$ cat config.mk
export PLATFORM = sky130hd
export DESIGN_NAME = edge_step_position_controller_unit_flat
export DESIGN_NICKNAME = d
export VERILOG_FILES = /design/src/hdl/espc_pkg.sv /design/src/hdl/esp_req_if.sv /design/src/hdl/esp_rsp_if.sv /design/src/hdl/espc_front.sv /design/src/hdl/espc_queue.sv /design/src/hdl/espc_back.sv /design/src/hdl/edge_step_position_controller_unit.sv /design/src/flat_wrapper.sv
export SDC_FILE = /design/constraint.sdc
export NUM_CORES = 1
export LEC_CHECK = 0
export ABC_AREA = 1
export BUFFER_PORTS_ARGS = -buffer_cell sky130_fd_sc_hd__buf_4
export CORE_MARGIN = 2
export CORE_UTILIZATION = 45
export CTS_BUF_LIST = sky130_fd_sc_hd__clkbuf_4
export CTS_CLUSTER_DIAMETER = 150
export DETAILED_ROUTE_END_ITERATION = 10
export GPL_TIMING_DRIVEN = 0
export PLACE_DENSITY = 0.64
export SYNTH_ARGS = -nofsm -noshare
export SYNTH_HDL_FRONTEND = slang
export SYNTH_SLANG_ARGS = --single-unit
$ cat constraint.sdc
create_clock -name clock -period 8.65 [get_ports clock]
set_input_delay 2.1625 -clock clock [delete_from_list [all_inputs] [get_ports clock]]
set_output_delay 2.1625 -clock clock [all_outputs]
set_load 0.1 [all_outputs]
$ cat src/hdl/espc_pkg.sv
// ----------------------------------------------------------------------------
// espc_pkg
// Types and constants shared by the edge step position controller.
// ----------------------------------------------------------------------------
package espc_pkg;

   localparam int unsigned SETTLE_CHECKS = 5;
   localparam int unsigned SETTLE_MAX    = 7;

   localparam int unsigned CSR_INDEX_W = 3;
   localparam int unsigned CSR_DATA_W  = 16;

   // register indexes
   localparam logic [CSR_INDEX_W-1:0] CSR_TARGET_STEPS = 3'd0;
   localparam logic [CSR_INDEX_W-1:0] CSR_LEFT_SPEED   = 3'd1;
   localparam logic [CSR_INDEX_W-1:0] CSR_RIGHT_SPEED  = 3'd2;
   localparam logic [CSR_INDEX_W-1:0] CSR_BRAKE_SCALE  = 3'd3;

   // operation codes
   localparam logic OP_START  = 1'b0;
   localparam logic OP_SAMPLE = 1'b1;

   localparam logic [8:0] BRAKE_SCALE_RESET = 9'd128;

   typedef struct packed {
      logic [14:0]        target_steps;
      logic signed [15:0] left_speed;
      logic signed [15:0] right_speed;
      logic [8:0]         brake_scale;
   } esp_cfg_type;

   // classified item passed from front to back
   typedef struct packed {
      logic               done;
      logic               dir_pos;
      logic               dir_neg;
      logic               brake;
      logic signed [15:0] count;
   } esp_cmd_type;

   // Scale by the Q8 brake factor (truncate toward zero), apply direction,
   // saturate to 16 bits.
   function automatic logic signed [15:0] drive_calc(
      input logic signed [15:0] speed,
      input logic [8:0]         scale,
      input logic               dir_pos,
      input logic               dir_neg,
      input logic               brake
   );
      logic signed [25:0] sp_wide;
      logic signed [25:0] sc_wide;
      logic signed [25:0] prod;
      logic signed [25:0] adj;
      logic signed [17:0] mag;
      logic signed [17:0] val;
      logic signed [15:0] res;
      sp_wide = {{10{speed[15]}}, speed};
      sc_wide = {17'd0, scale};
      prod    = sp_wide * sc_wide;
      adj     = prod[25] ? (prod + 26'sd255) : prod;
      mag     = brake ? adj[25:8] : {{2{speed[15]}}, speed};
      if (dir_neg) begin
         val = -mag;
      end else if (dir_pos) begin
         val = mag;
      end else begin
         val = 18'sd0;
      end
      if (val > 18'sd32767) begin
         res = 16'sh7fff;
      end else if (val < -18'sd32768) begin
         res = 16'sh8000;
      end else begin
         res = val[15:0];
      end
      return res;
   endfunction

endpackage

$ cat src/hdl/esp_req_if.sv
// ----------------------------------------------------------------------------
// esp_req_if
// Request channel: start or sensor sample items.
// ----------------------------------------------------------------------------
interface esp_req_if;
   logic valid;
   logic ready;
   logic operation;
   logic sensor_level;
   logic period_elapsed;

   modport source (output valid, output operation, output sensor_level,
                   output period_elapsed, input ready);
   modport sink   (input valid, input operation, input sensor_level,
                   input period_elapsed, output ready);
endinterface

$ cat src/hdl/esp_rsp_if.sv
// ----------------------------------------------------------------------------
// esp_rsp_if
// Response channel: drive commands and move status.
// ----------------------------------------------------------------------------
interface esp_rsp_if;
   logic               valid;
   logic               ready;
   logic signed [15:0] left_drive;
   logic signed [15:0] right_drive;
   logic signed [15:0] steps_travelled;
   logic               move_done;

   modport source (output valid, output left_drive, output right_drive,
                   output steps_travelled, output move_done, input ready);
   modport sink   (input valid, input left_drive, input right_drive,
                   input steps_travelled, input move_done, output ready);
endinterface

$ cat src/hdl/espc_front.sv
// ----------------------------------------------------------------------------
// espc_front
// Accepts items, tracks the move state and classifies each item.
// ----------------------------------------------------------------------------
module espc_front (
   input  logic                  clock,
   input  logic                  reset,
   esp_req_if.sink               req,
   input  logic [14:0]           target_steps,
   output logic                  push_valid,
   output espc_pkg::esp_cmd_type push_cmd,
   input  logic                  push_ready
);
   import espc_pkg::*;

   logic               awaited_ff, awaited_in;
   logic signed [15:0] count_ff, count_in;
   logic               rev_ff, rev_in;
   logic [2:0]         settle_ff, settle_in;
   logic               fin_ff, fin_in;

   logic               accept;
   logic               hit;
   logic signed [15:0] count_step;
   logic signed [17:0] diff;
   logic [16:0]        distance;
   logic [2:0]         settle_inc;
   logic               at_target;

   assign req.ready = push_ready;
   assign accept    = req.valid && push_ready;

   always_comb begin
      hit = (req.sensor_level == awaited_ff);
      if (!hit) begin
         count_step = count_ff;
      end else if (rev_ff) begin
         count_step = (count_ff == 16'sh8000) ? count_ff : count_ff - 16'sd1;
      end else begin
         count_step = (count_ff == 16'sh7fff) ? count_ff : count_ff + 16'sd1;
      end
      diff       = $signed({3'b000, target_steps}) - {{2{count_step[15]}}, count_step};
      distance   = diff[17] ? 17'(-diff) : diff[16:0];
      at_target  = (count_step == $signed({1'b0, target_steps}));
      settle_inc = (settle_ff < 3'(SETTLE_MAX)) ? settle_ff + 3'd1 : settle_ff;

      awaited_in = awaited_ff;
      count_in   = count_ff;
      rev_in     = rev_ff;
      settle_in  = settle_ff;
      fin_in     = fin_ff;
      push_cmd   = '0;

      if (req.operation == OP_START) begin
         count_in         = '0;
         awaited_in       = ~req.sensor_level;
         rev_in           = 1'b0;
         settle_in        = '0;
         fin_in           = 1'b0;
         push_cmd.dir_pos = 1'b1;
      end else if (fin_ff) begin
         push_cmd.done  = 1'b1;
         push_cmd.count = count_ff;
      end else begin
         awaited_in = hit ? ~awaited_ff : awaited_ff;
         count_in   = count_step;
         rev_in     = diff[17];
         if (req.period_elapsed) begin
            if (at_target) begin
               settle_in = settle_inc;
               fin_in    = (settle_inc >= 3'(SETTLE_CHECKS));
            end else begin
               settle_in = '0;
            end
         end
         push_cmd.done    = fin_in;
         push_cmd.dir_pos = !diff[17] && (diff != 18'sd0);
         push_cmd.dir_neg = diff[17];
         push_cmd.brake   = (distance <= {3'b000, target_steps[14:1]});
         push_cmd.count   = count_step;
      end
   end

   assign push_valid = req.valid;

   always_ff @(posedge clock) begin
      if (reset) begin
         awaited_ff <= 1'b0;
         count_ff   <= '0;
         rev_ff     <= 1'b0;
         settle_ff  <= '0;
         fin_ff     <= 1'b1;
      end else if (accept) begin
         awaited_ff <= awaited_in;
         count_ff   <= count_in;
         rev_ff     <= rev_in;
         settle_ff  <= settle_in;
         fin_ff     <= fin_in;
      end
   end

endmodule

$ cat src/hdl/espc_queue.sv
// ----------------------------------------------------------------------------
// espc_queue
// Two-entry queue of classified items between front and back.
// ----------------------------------------------------------------------------
module espc_queue (
   input  logic                  clock,
   input  logic                  reset,
   input  logic                  push_valid,
   input  espc_pkg::esp_cmd_type push_cmd,
   output logic                  push_ready,
   output logic                  pop_valid,
   output espc_pkg::esp_cmd_type pop_cmd,
   input  logic                  pop_ready
);
   import espc_pkg::*;

   esp_cmd_type entry_ff [2];
   logic        wr_ptr_ff, wr_ptr_in;
   logic        rd_ptr_ff, rd_ptr_in;
   logic [1:0]  fill_ff, fill_in;
   logic        do_push, do_pop;

   assign push_ready = (fill_ff != 2'd2);
   assign pop_valid  = (fill_ff != 2'd0);
   assign pop_cmd    = entry_ff[rd_ptr_ff];
   assign do_push    = push_valid && push_ready;
   assign do_pop     = pop_valid && pop_ready;

   always_comb begin
      wr_ptr_in = do_push ? ~wr_ptr_ff : wr_ptr_ff;
      rd_ptr_in = do_pop ? ~rd_ptr_ff : rd_ptr_ff;
      fill_in   = fill_ff + {1'b0, do_push} - {1'b0, do_pop};
   end

   always_ff @(posedge clock) begin
      if (reset) begin
         wr_ptr_ff <= 1'b0;
         rd_ptr_ff <= 1'b0;
         fill_ff   <= '0;
      end else begin
         wr_ptr_ff <= wr_ptr_in;
         rd_ptr_ff <= rd_ptr_in;
         fill_ff   <= fill_in;
      end
   end

   always_ff @(posedge clock) begin
      if (do_push) begin
         entry_ff[wr_ptr_ff] <= push_cmd;
      end
   end

endmodule

$ cat src/hdl/espc_back.sv
// ----------------------------------------------------------------------------
// espc_back
// Computes the drive commands and holds them in the output register.
// ----------------------------------------------------------------------------
module espc_back (
   input  logic                  clock,
   input  logic                  reset,
   input  logic                  pop_valid,
   input  espc_pkg::esp_cmd_type pop_cmd,
   output logic                  pop_ready,
   input  espc_pkg::esp_cfg_type cfg,
   esp_rsp_if.source             rsp
);
   import espc_pkg::*;

   logic               valid_ff, valid_in;
   logic signed [15:0] left_ff, left_in;
   logic signed [15:0] right_ff, right_in;
   logic signed [15:0] count_ff;
   logic               done_ff;
   logic               load;

   assign pop_ready = !valid_ff || rsp.ready;
   assign load      = pop_valid && pop_ready;

   always_comb begin
      valid_in = load ? 1'b1 : (valid_ff && !rsp.ready);
      if (pop_cmd.done) begin
         left_in  = '0;
         right_in = '0;
      end else begin
         left_in  = drive_calc(cfg.left_speed, cfg.brake_scale, pop_cmd.dir_pos,
                               pop_cmd.dir_neg, pop_cmd.brake);
         right_in = drive_calc(cfg.right_speed, cfg.brake_scale, pop_cmd.dir_pos,
                               pop_cmd.dir_neg, pop_cmd.brake);
      end
   end

   always_ff @(posedge clock) begin
      if (reset) begin
         valid_ff <= 1'b0;
      end else begin
         valid_ff <= valid_in;
      end
   end

   always_ff @(posedge clock) begin
      if (load) begin
         left_ff  <= left_in;
         right_ff <= right_in;
         count_ff <= pop_cmd.count;
         done_ff  <= pop_cmd.done;
      end
   end

   assign rsp.valid           = valid_ff;
   assign rsp.left_drive      = left_ff;
   assign rsp.right_drive     = right_ff;
   assign rsp.steps_travelled = count_ff;
   assign rsp.move_done       = done_ff;

endmodule

$ cat src/hdl/edge_step_position_controller_unit.sv
// ----------------------------------------------------------------------------
// edge_step_position_controller_unit
// Edge-counting bang-bang position controller with a brake zone near target.
// ----------------------------------------------------------------------------
//
//   channel | direction | carries
//   --------+-----------+-------------------------------------------------
//   req_bus | in        | operation, sensor_level, period_elapsed
//   rsp_bus | out       | left_drive, right_drive, steps_travelled, move_done
//   csr_*   | in        | register writes: target, speeds, brake scale
//
// One item per clock sustained while rsp_bus is ready; each item gives
// exactly one result, valid on rsp_bus after the queue entry, written at the
// accept edge, and then the drive multiply into the output register.
// The move state updates in the front in the accept cycle, so consecutive
// samples see each other's effect with no bubble.
// A two-entry queue parts front and back: a stalled rsp_bus fills the queue
// before req_bus ready drops. Reset is synchronous; after it the controller
// is idle (finished) and brake_scale is 128.
// ----------------------------------------------------------------------------
module edge_step_position_controller_unit (
   input  logic                                 clock,
   input  logic                                 reset,
   esp_req_if.sink                              req_bus,
   esp_rsp_if.source                            rsp_bus,
   input  logic                                 csr_write,
   input  logic [espc_pkg::CSR_INDEX_W-1:0]     csr_index,
   input  logic [espc_pkg::CSR_DATA_W-1:0]      csr_data
);
   import espc_pkg::*;

   esp_cfg_type cfg_ff;
   esp_cmd_type push_cmd;
   esp_cmd_type pop_cmd;
   logic        push_valid, push_ready;
   logic        pop_valid, pop_ready;

   // Configuration registers; indexes beyond the list are dropped.
   always_ff @(posedge clock) begin
      if (reset) begin
         cfg_ff.target_steps <= '0;
         cfg_ff.left_speed   <= '0;
         cfg_ff.right_speed  <= '0;
         cfg_ff.brake_scale  <= BRAKE_SCALE_RESET;
      end else if (csr_write) begin
         case (csr_index)
            CSR_TARGET_STEPS: cfg_ff.target_steps <= csr_data[14:0];
            CSR_LEFT_SPEED:   cfg_ff.left_speed   <= csr_data;
            CSR_RIGHT_SPEED:  cfg_ff.right_speed  <= csr_data;
            CSR_BRAKE_SCALE:  cfg_ff.brake_scale  <= csr_data[8:0];
            default: begin
            end
         endcase
      end
   end

   // Front: accept, advance the edge count and classify direction and brake.
   espc_front u_front (
      .clock        (clock),
      .reset        (reset),
      .req          (req_bus),
      .target_steps (cfg_ff.target_steps),
      .push_valid   (push_valid),
      .push_cmd     (push_cmd),
      .push_ready   (push_ready)
   );

   // Queue: hold classified items while the result side stalls.
   espc_queue u_queue (
      .clock      (clock),
      .reset      (reset),
      .push_valid (push_valid),
      .push_cmd   (push_cmd),
      .push_ready (push_ready),
      .pop_valid  (pop_valid),
      .pop_cmd    (pop_cmd),
      .pop_ready  (pop_ready)
   );

   // Back: scale the speeds and register the result.
   espc_back u_back (
      .clock     (clock),
      .reset     (reset),
      .pop_valid (pop_valid),
      .pop_cmd   (pop_cmd),
      .pop_ready (pop_ready),
      .cfg       (cfg_ff),
      .rsp       (rsp_bus)
   );

endmodule

$ cat src/flat_wrapper.sv
// flat-port wrapper written by rule: the top's interface ports become plain ports
module edge_step_position_controller_unit_flat import espc_pkg::*;
  (clock, reset, csr_write, csr_index, csr_data, req_bus_valid, req_bus_operation, req_bus_sensor_level, req_bus_period_elapsed, req_bus_ready, rsp_bus_valid, rsp_bus_left_drive, rsp_bus_right_drive, rsp_bus_steps_travelled, rsp_bus_move_done, rsp_bus_ready);
  esp_req_if req_bus_i ();
  esp_rsp_if rsp_bus_i ();
  input  logic clock;
  input  logic reset;
  input  logic csr_write;
  input  logic [espc_pkg::CSR_INDEX_W-1:0] csr_index;
  input  logic [espc_pkg::CSR_DATA_W-1:0] csr_data;
  input wire logic [$bits(req_bus_i.valid)-1:0] req_bus_valid;
  input wire logic [$bits(req_bus_i.operation)-1:0] req_bus_operation;
  input wire logic [$bits(req_bus_i.sensor_level)-1:0] req_bus_sensor_level;
  input wire logic [$bits(req_bus_i.period_elapsed)-1:0] req_bus_period_elapsed;
  output wire logic [$bits(req_bus_i.ready)-1:0] req_bus_ready;
  output wire logic [$bits(rsp_bus_i.valid)-1:0] rsp_bus_valid;
  output wire logic [$bits(rsp_bus_i.left_drive)-1:0] rsp_bus_left_drive;
  output wire logic [$bits(rsp_bus_i.right_drive)-1:0] rsp_bus_right_drive;
  output wire logic [$bits(rsp_bus_i.steps_travelled)-1:0] rsp_bus_steps_travelled;
  output wire logic [$bits(rsp_bus_i.move_done)-1:0] rsp_bus_move_done;
  input wire logic [$bits(rsp_bus_i.ready)-1:0] rsp_bus_ready;
  assign req_bus_i.valid = req_bus_valid;
  assign req_bus_i.operation = req_bus_operation;
  assign req_bus_i.sensor_level = req_bus_sensor_level;
  assign req_bus_i.period_elapsed = req_bus_period_elapsed;
  assign req_bus_ready = req_bus_i.ready;
  assign rsp_bus_valid = rsp_bus_i.valid;
  assign rsp_bus_left_drive = rsp_bus_i.left_drive;
  assign rsp_bus_right_drive = rsp_bus_i.right_drive;
  assign rsp_bus_steps_travelled = rsp_bus_i.steps_travelled;
  assign rsp_bus_move_done = rsp_bus_i.move_done;
  assign rsp_bus_i.ready = rsp_bus_ready;
  edge_step_position_controller_unit u_core (.clock(clock), .reset(reset), .req_bus(req_bus_i), .rsp_bus(rsp_bus_i), .csr_write(csr_write), .csr_index(csr_index), .csr_data(csr_data));
endmodule
==> flow_summary.ini <==
[run_status]
status = finished clean

[pwr]
powerDensity_nw_per_um2 = 188
finalPower_mw = 4.79
vdd_ir_drop_max_uv = 305
leakage_nw = 14.4

[worst_setup_path]
r2r_slack_ns = 0.72
path_class = reg2reg
start_kind = flip-flop
r2r-end = u_core.u_back.rsp.right_drive[13]$_SDFFCE_PP0P_
worstRegToRegCells = 35
worstPathArrival_ns = 8.31
critPathMostFrequentCell = nand2_1
crit_path_max_incr_delay_ns = 0.78
end_kind = flip-flop
cp_max_fo = 10
cpMaxStageDelayCell = fa_1
cp_data_required_time_ns = 9.04
r2r-start = u_core.cfg_ff[3]$_SDFFE_PP0P_

[route]
ant_nets = 0
wl_per_cell_um = 15.8
first_pass_iters = 5
routed_via_density = 4.99
wl_met2_um = 30000
dr.max_layer_used = met4
dr_total_vias = 21200
drt_iter0_markers = 1438
drt-met1-wl_um = 31400
met3WireLength_um = 3750
drc_errors = 0
routed_wl_um = 67100

[placement]
hpwl_um = 56300
post-place-cells = 4215
dpl_cell_area_sq_um = 25200
portBuffers = 77
gp_congestion = 0.932

[final_layout]
layout.nets = 3970
drive_gt1_frac = 0.0747
fill_cells = 5387
fin_area_sq_um = 25500
areaGrowthSynthToFinish_pct = 7.66
fin_util = 0.487
final_cells = 4249

[synth]
ys_warn_count = 0
syn-num-nets = 3871
synth_xor_area_frac = 0.0210
synth_area_leader_cell = fa_1
synthMuxAreaShare = 0
synthSimpleGateAreaFrac = 0.288
synth_edf_count = 89
async_reset_ff_frac = 0
synthTopCellsByArea = fa_1 21%, nand2_1 17%, edfxtp_1 11%, inv_1 11%, ha_1 8.0%
synth-compound-area-share = 0.0863
netlist_instances = 3447
synth-main-ff-cell = edfxtp_1
synthDistinctLibCells = 53
synth_top_area_frac = 0.207
ys_ff_latch = 173
seq_area_frac_synth = 0.184
syn_area_sq_um = 23700
synth-adder-area-share = 0.287
synth_top_family_by_area = simple AND/OR/NAND/NOR gates
postSynthAreaPerCell_sq_um = 6.88

[global_routing]
grt_max_degree = 46
grt_overflow = 0
grt_usage = 0.255
antenna_found_initial = 3
grt_pass1_wl_um = 108000
grt_pass1_vias = 20200

[timing]
fin_setup_tns_ns = 0
relSlewSlack = 0.326
rsz0062_at_grt = no
hold_violations = 0
fin_skew_ns = 0.0207
period_share = 0.916
setup-violations-final = 0
report.final.slew_viol_count = 0
min_period_ns = 7.93
timing.fmax_ghz = 0.126
tightest_slew_ns = 1.00

[hold_path]
holdPathStages = 1
hp-start = u_core.u_queue.rd_ptr_ff$_SDFFE_PP0P_
hp-class = reg2reg

[cts]
cts_htree_levels = 4
path_clk_slew_ns = 0.16
holdBufCountCts = 0
tritoncts = done
clock_latency_ns = 0.63
post_cts_resized = 0
cts_root_buf = clkbuf_4
cts_buffers = 17
clk_path_buf_depth = 2
post-cts-setup-buffers = 0
clock-sinks = 173

[flow_run]
max_cap_viol_count = 0

[die]
pin_count = 78
core-area_sq_um = 52300
initial_core_util = 0.453
chipWidth_um = 233
die_h_um = 233
dieArea_sq_um = 54500
rows = 84
[final cells by class]
type                            count  area, sq um  area share
Clock inverter                     15          176     0.00691
Multi-Input combinational cell   2446        16200       0.634
Clock buffer                       17          128     0.00500
Sequential cell                   173         4350       0.171
Buffer                            120          518      0.0203
Inverter                          708         2660       0.104
Tap cell                          688          861      0.0337
Timing Repair Buffer               80          641      0.0251
Antenna cell                        2         5.00    0.000196
[cells in the mapped netlist (4+ instances only)]
| cell | count |
|---|---|
| a21oi_1 | 141 |
| a21oi_2 | 26 |
| a31oi_1 | 6 |
| buf_1 | 8 |
| buf_6 | 6 |
| clkbuf_1 | 100 |
| clkinv_1 | 6 |
| dfxtp_1 | 84 |
| edfxtp_1 | 89 |
| fa_1 | 245 |
| ha_1 | 152 |
| inv_1 | 676 |
| inv_2 | 26 |
| nand2_1 | 1075 |
| nand2_2 | 32 |
| nand2_4 | 4 |
| nand3_1 | 164 |
| nand3_2 | 12 |
| nand3b_1 | 8 |
| nand4_1 | 42 |
| nor2_1 | 236 |
| nor2_2 | 18 |
| nor2_4 | 6 |
| nor3_1 | 20 |
| o21a_1 | 4 |
| o21ai_0 | 136 |
| o21ai_2 | 5 |
| o22ai_1 | 19 |
| o31ai_1 | 7 |
| or2_2 | 5 |
| xnor2_1 | 17 |
| xor2_1 | 38 |
[layer usage]
layer | track usage | vias to the layer above
li1 | - | 10800
met1 | 0.366 | 9793
met2 | 0.407 | 567
met3 | 0.0270 | 85
met4 | 0.0752 | 0
met5 | 0 | -
[cells by family (layout without fill, tap and decap cells)]
family | Yosys count | after routing
buffers and inverters | 828 | 940
and+or+nand+nor | 1631 | 1631
xor gates and xnor gates | 56 | 56
adders and majority gates | 397 | 397
other | 0 | 2
DFF | 173 | 173
AOI/OAI and AO/OA | 362 | 362
[power breakdown]
part	switching (mW)	internal, mW
registers	0.0600	1.12
logic	2.30	0.794
clock network	0.324	0.183
[flip-flops by register name, indices dropped and copies added, names as in the netlist, named ones only]
signal and cells:
u_core.u_back.rsp.right_drive 16, u_core.u_front.rev_ff 1, u_core.u_front.count_ff 16, u_core.cfg_ff 56, u_core.u_back.rsp.left_drive 16, u_core.u_queue.entry_ff 40
u_core.u_queue.fill_ff 2, u_core.u_front.awaited_ff 1, u_core.u_queue.rd_ptr_ff 1, u_core.u_front.fin_ff 1, u_core.u_queue.wr_ptr_ff 1, u_core.u_front.settle_ff 3
u_core.u_back.rsp.steps_travelled 16, u_core.u_back.rsp.valid 1, u_core.u_back.rsp.move_done 1
[worst max-delay path: cells and delay by family, from the launching register on]
| kind | cells | cell delay [ns] |
|---|---|---|
| DFF | 1 | 0.34 |
| AOI/OAI and AO/OA | 2 | 0.16 |
| and+or+nand+nor | 20 | 2.38 |
| buffers and inverters | 6 | 1.14 |
| adders and majority gates | 7 | 3.64 |
[worst max path at each step]
stage / startpoint / slack, ns / endpoint / cells past startpoint
floorplan: req_bus_sensor_level / 1.87 / u_core.u_queue.entry_ff[0][16]$_DFFE_PP_ / 35
global placement: req_bus_sensor_level / 0.49 / u_core.u_queue.entry_ff[1][16]$_DFFE_PP_ / 35
detailed placement: req_bus_sensor_level / 0.51 / u_core.u_queue.entry_ff[1][16]$_DFFE_PP_ / 35
CTS: u_core.cfg_ff[6]$_SDFFE_PP0P_ / 0.73 / u_core.u_back.rsp.left_drive[8]$_SDFFCE_PP0P_ / 38
global route: u_core.cfg_ff[3]$_SDFFE_PP0P_ / 0.10 / u_core.u_back.rsp.right_drive[13]$_SDFFCE_PP0P_ / 35
finish: u_core.cfg_ff[3]$_SDFFE_PP0P_ / 0.72 / u_core.u_back.rsp.right_drive[13]$_SDFFCE_PP0P_ / 35
[stage by stage]
stage | hold slack, ns | setup slack, ns
detailed placement | 0.441 | 0.506
global route | 0.500 | 0.101
floorplan | 0.426 | 1.87
CTS | 0.450 | 0.726
global placement | 0.437 | 0.494
finish | 0.452 | 0.725
[cell usage in the layout, fill, tap and decap left out, drive strengths merged, types with 5 or more instances in the layout]
| cell | Yosys | routed |
|---|---|---|
| o31ai | 7 | 7 |
| nand3b | 8 | 8 |
| xor2 | 39 | 39 |
| nor3 | 21 | 21 |
| nand2 | 1111 | 1111 |
| nand4 | 42 | 42 |
| dfxtp | 84 | 84 |
| fa | 245 | 245 |
| clkinv | 6 | 9 |
| edfxtp | 89 | 89 |
| a21oi | 167 | 167 |
| xnor2 | 17 | 17 |
| a31oi | 6 | 6 |
| nor2 | 261 | 261 |
| ha | 152 | 152 |
| buf | 20 | 100 |
| inv | 702 | 711 |
| nand3 | 176 | 176 |
| clkbuf | 100 | 117 |
| or2 | 5 | 5 |
| o21ai | 145 | 145 |
| o22ai | 19 | 19 |
(Power assumes the default switching activity.)
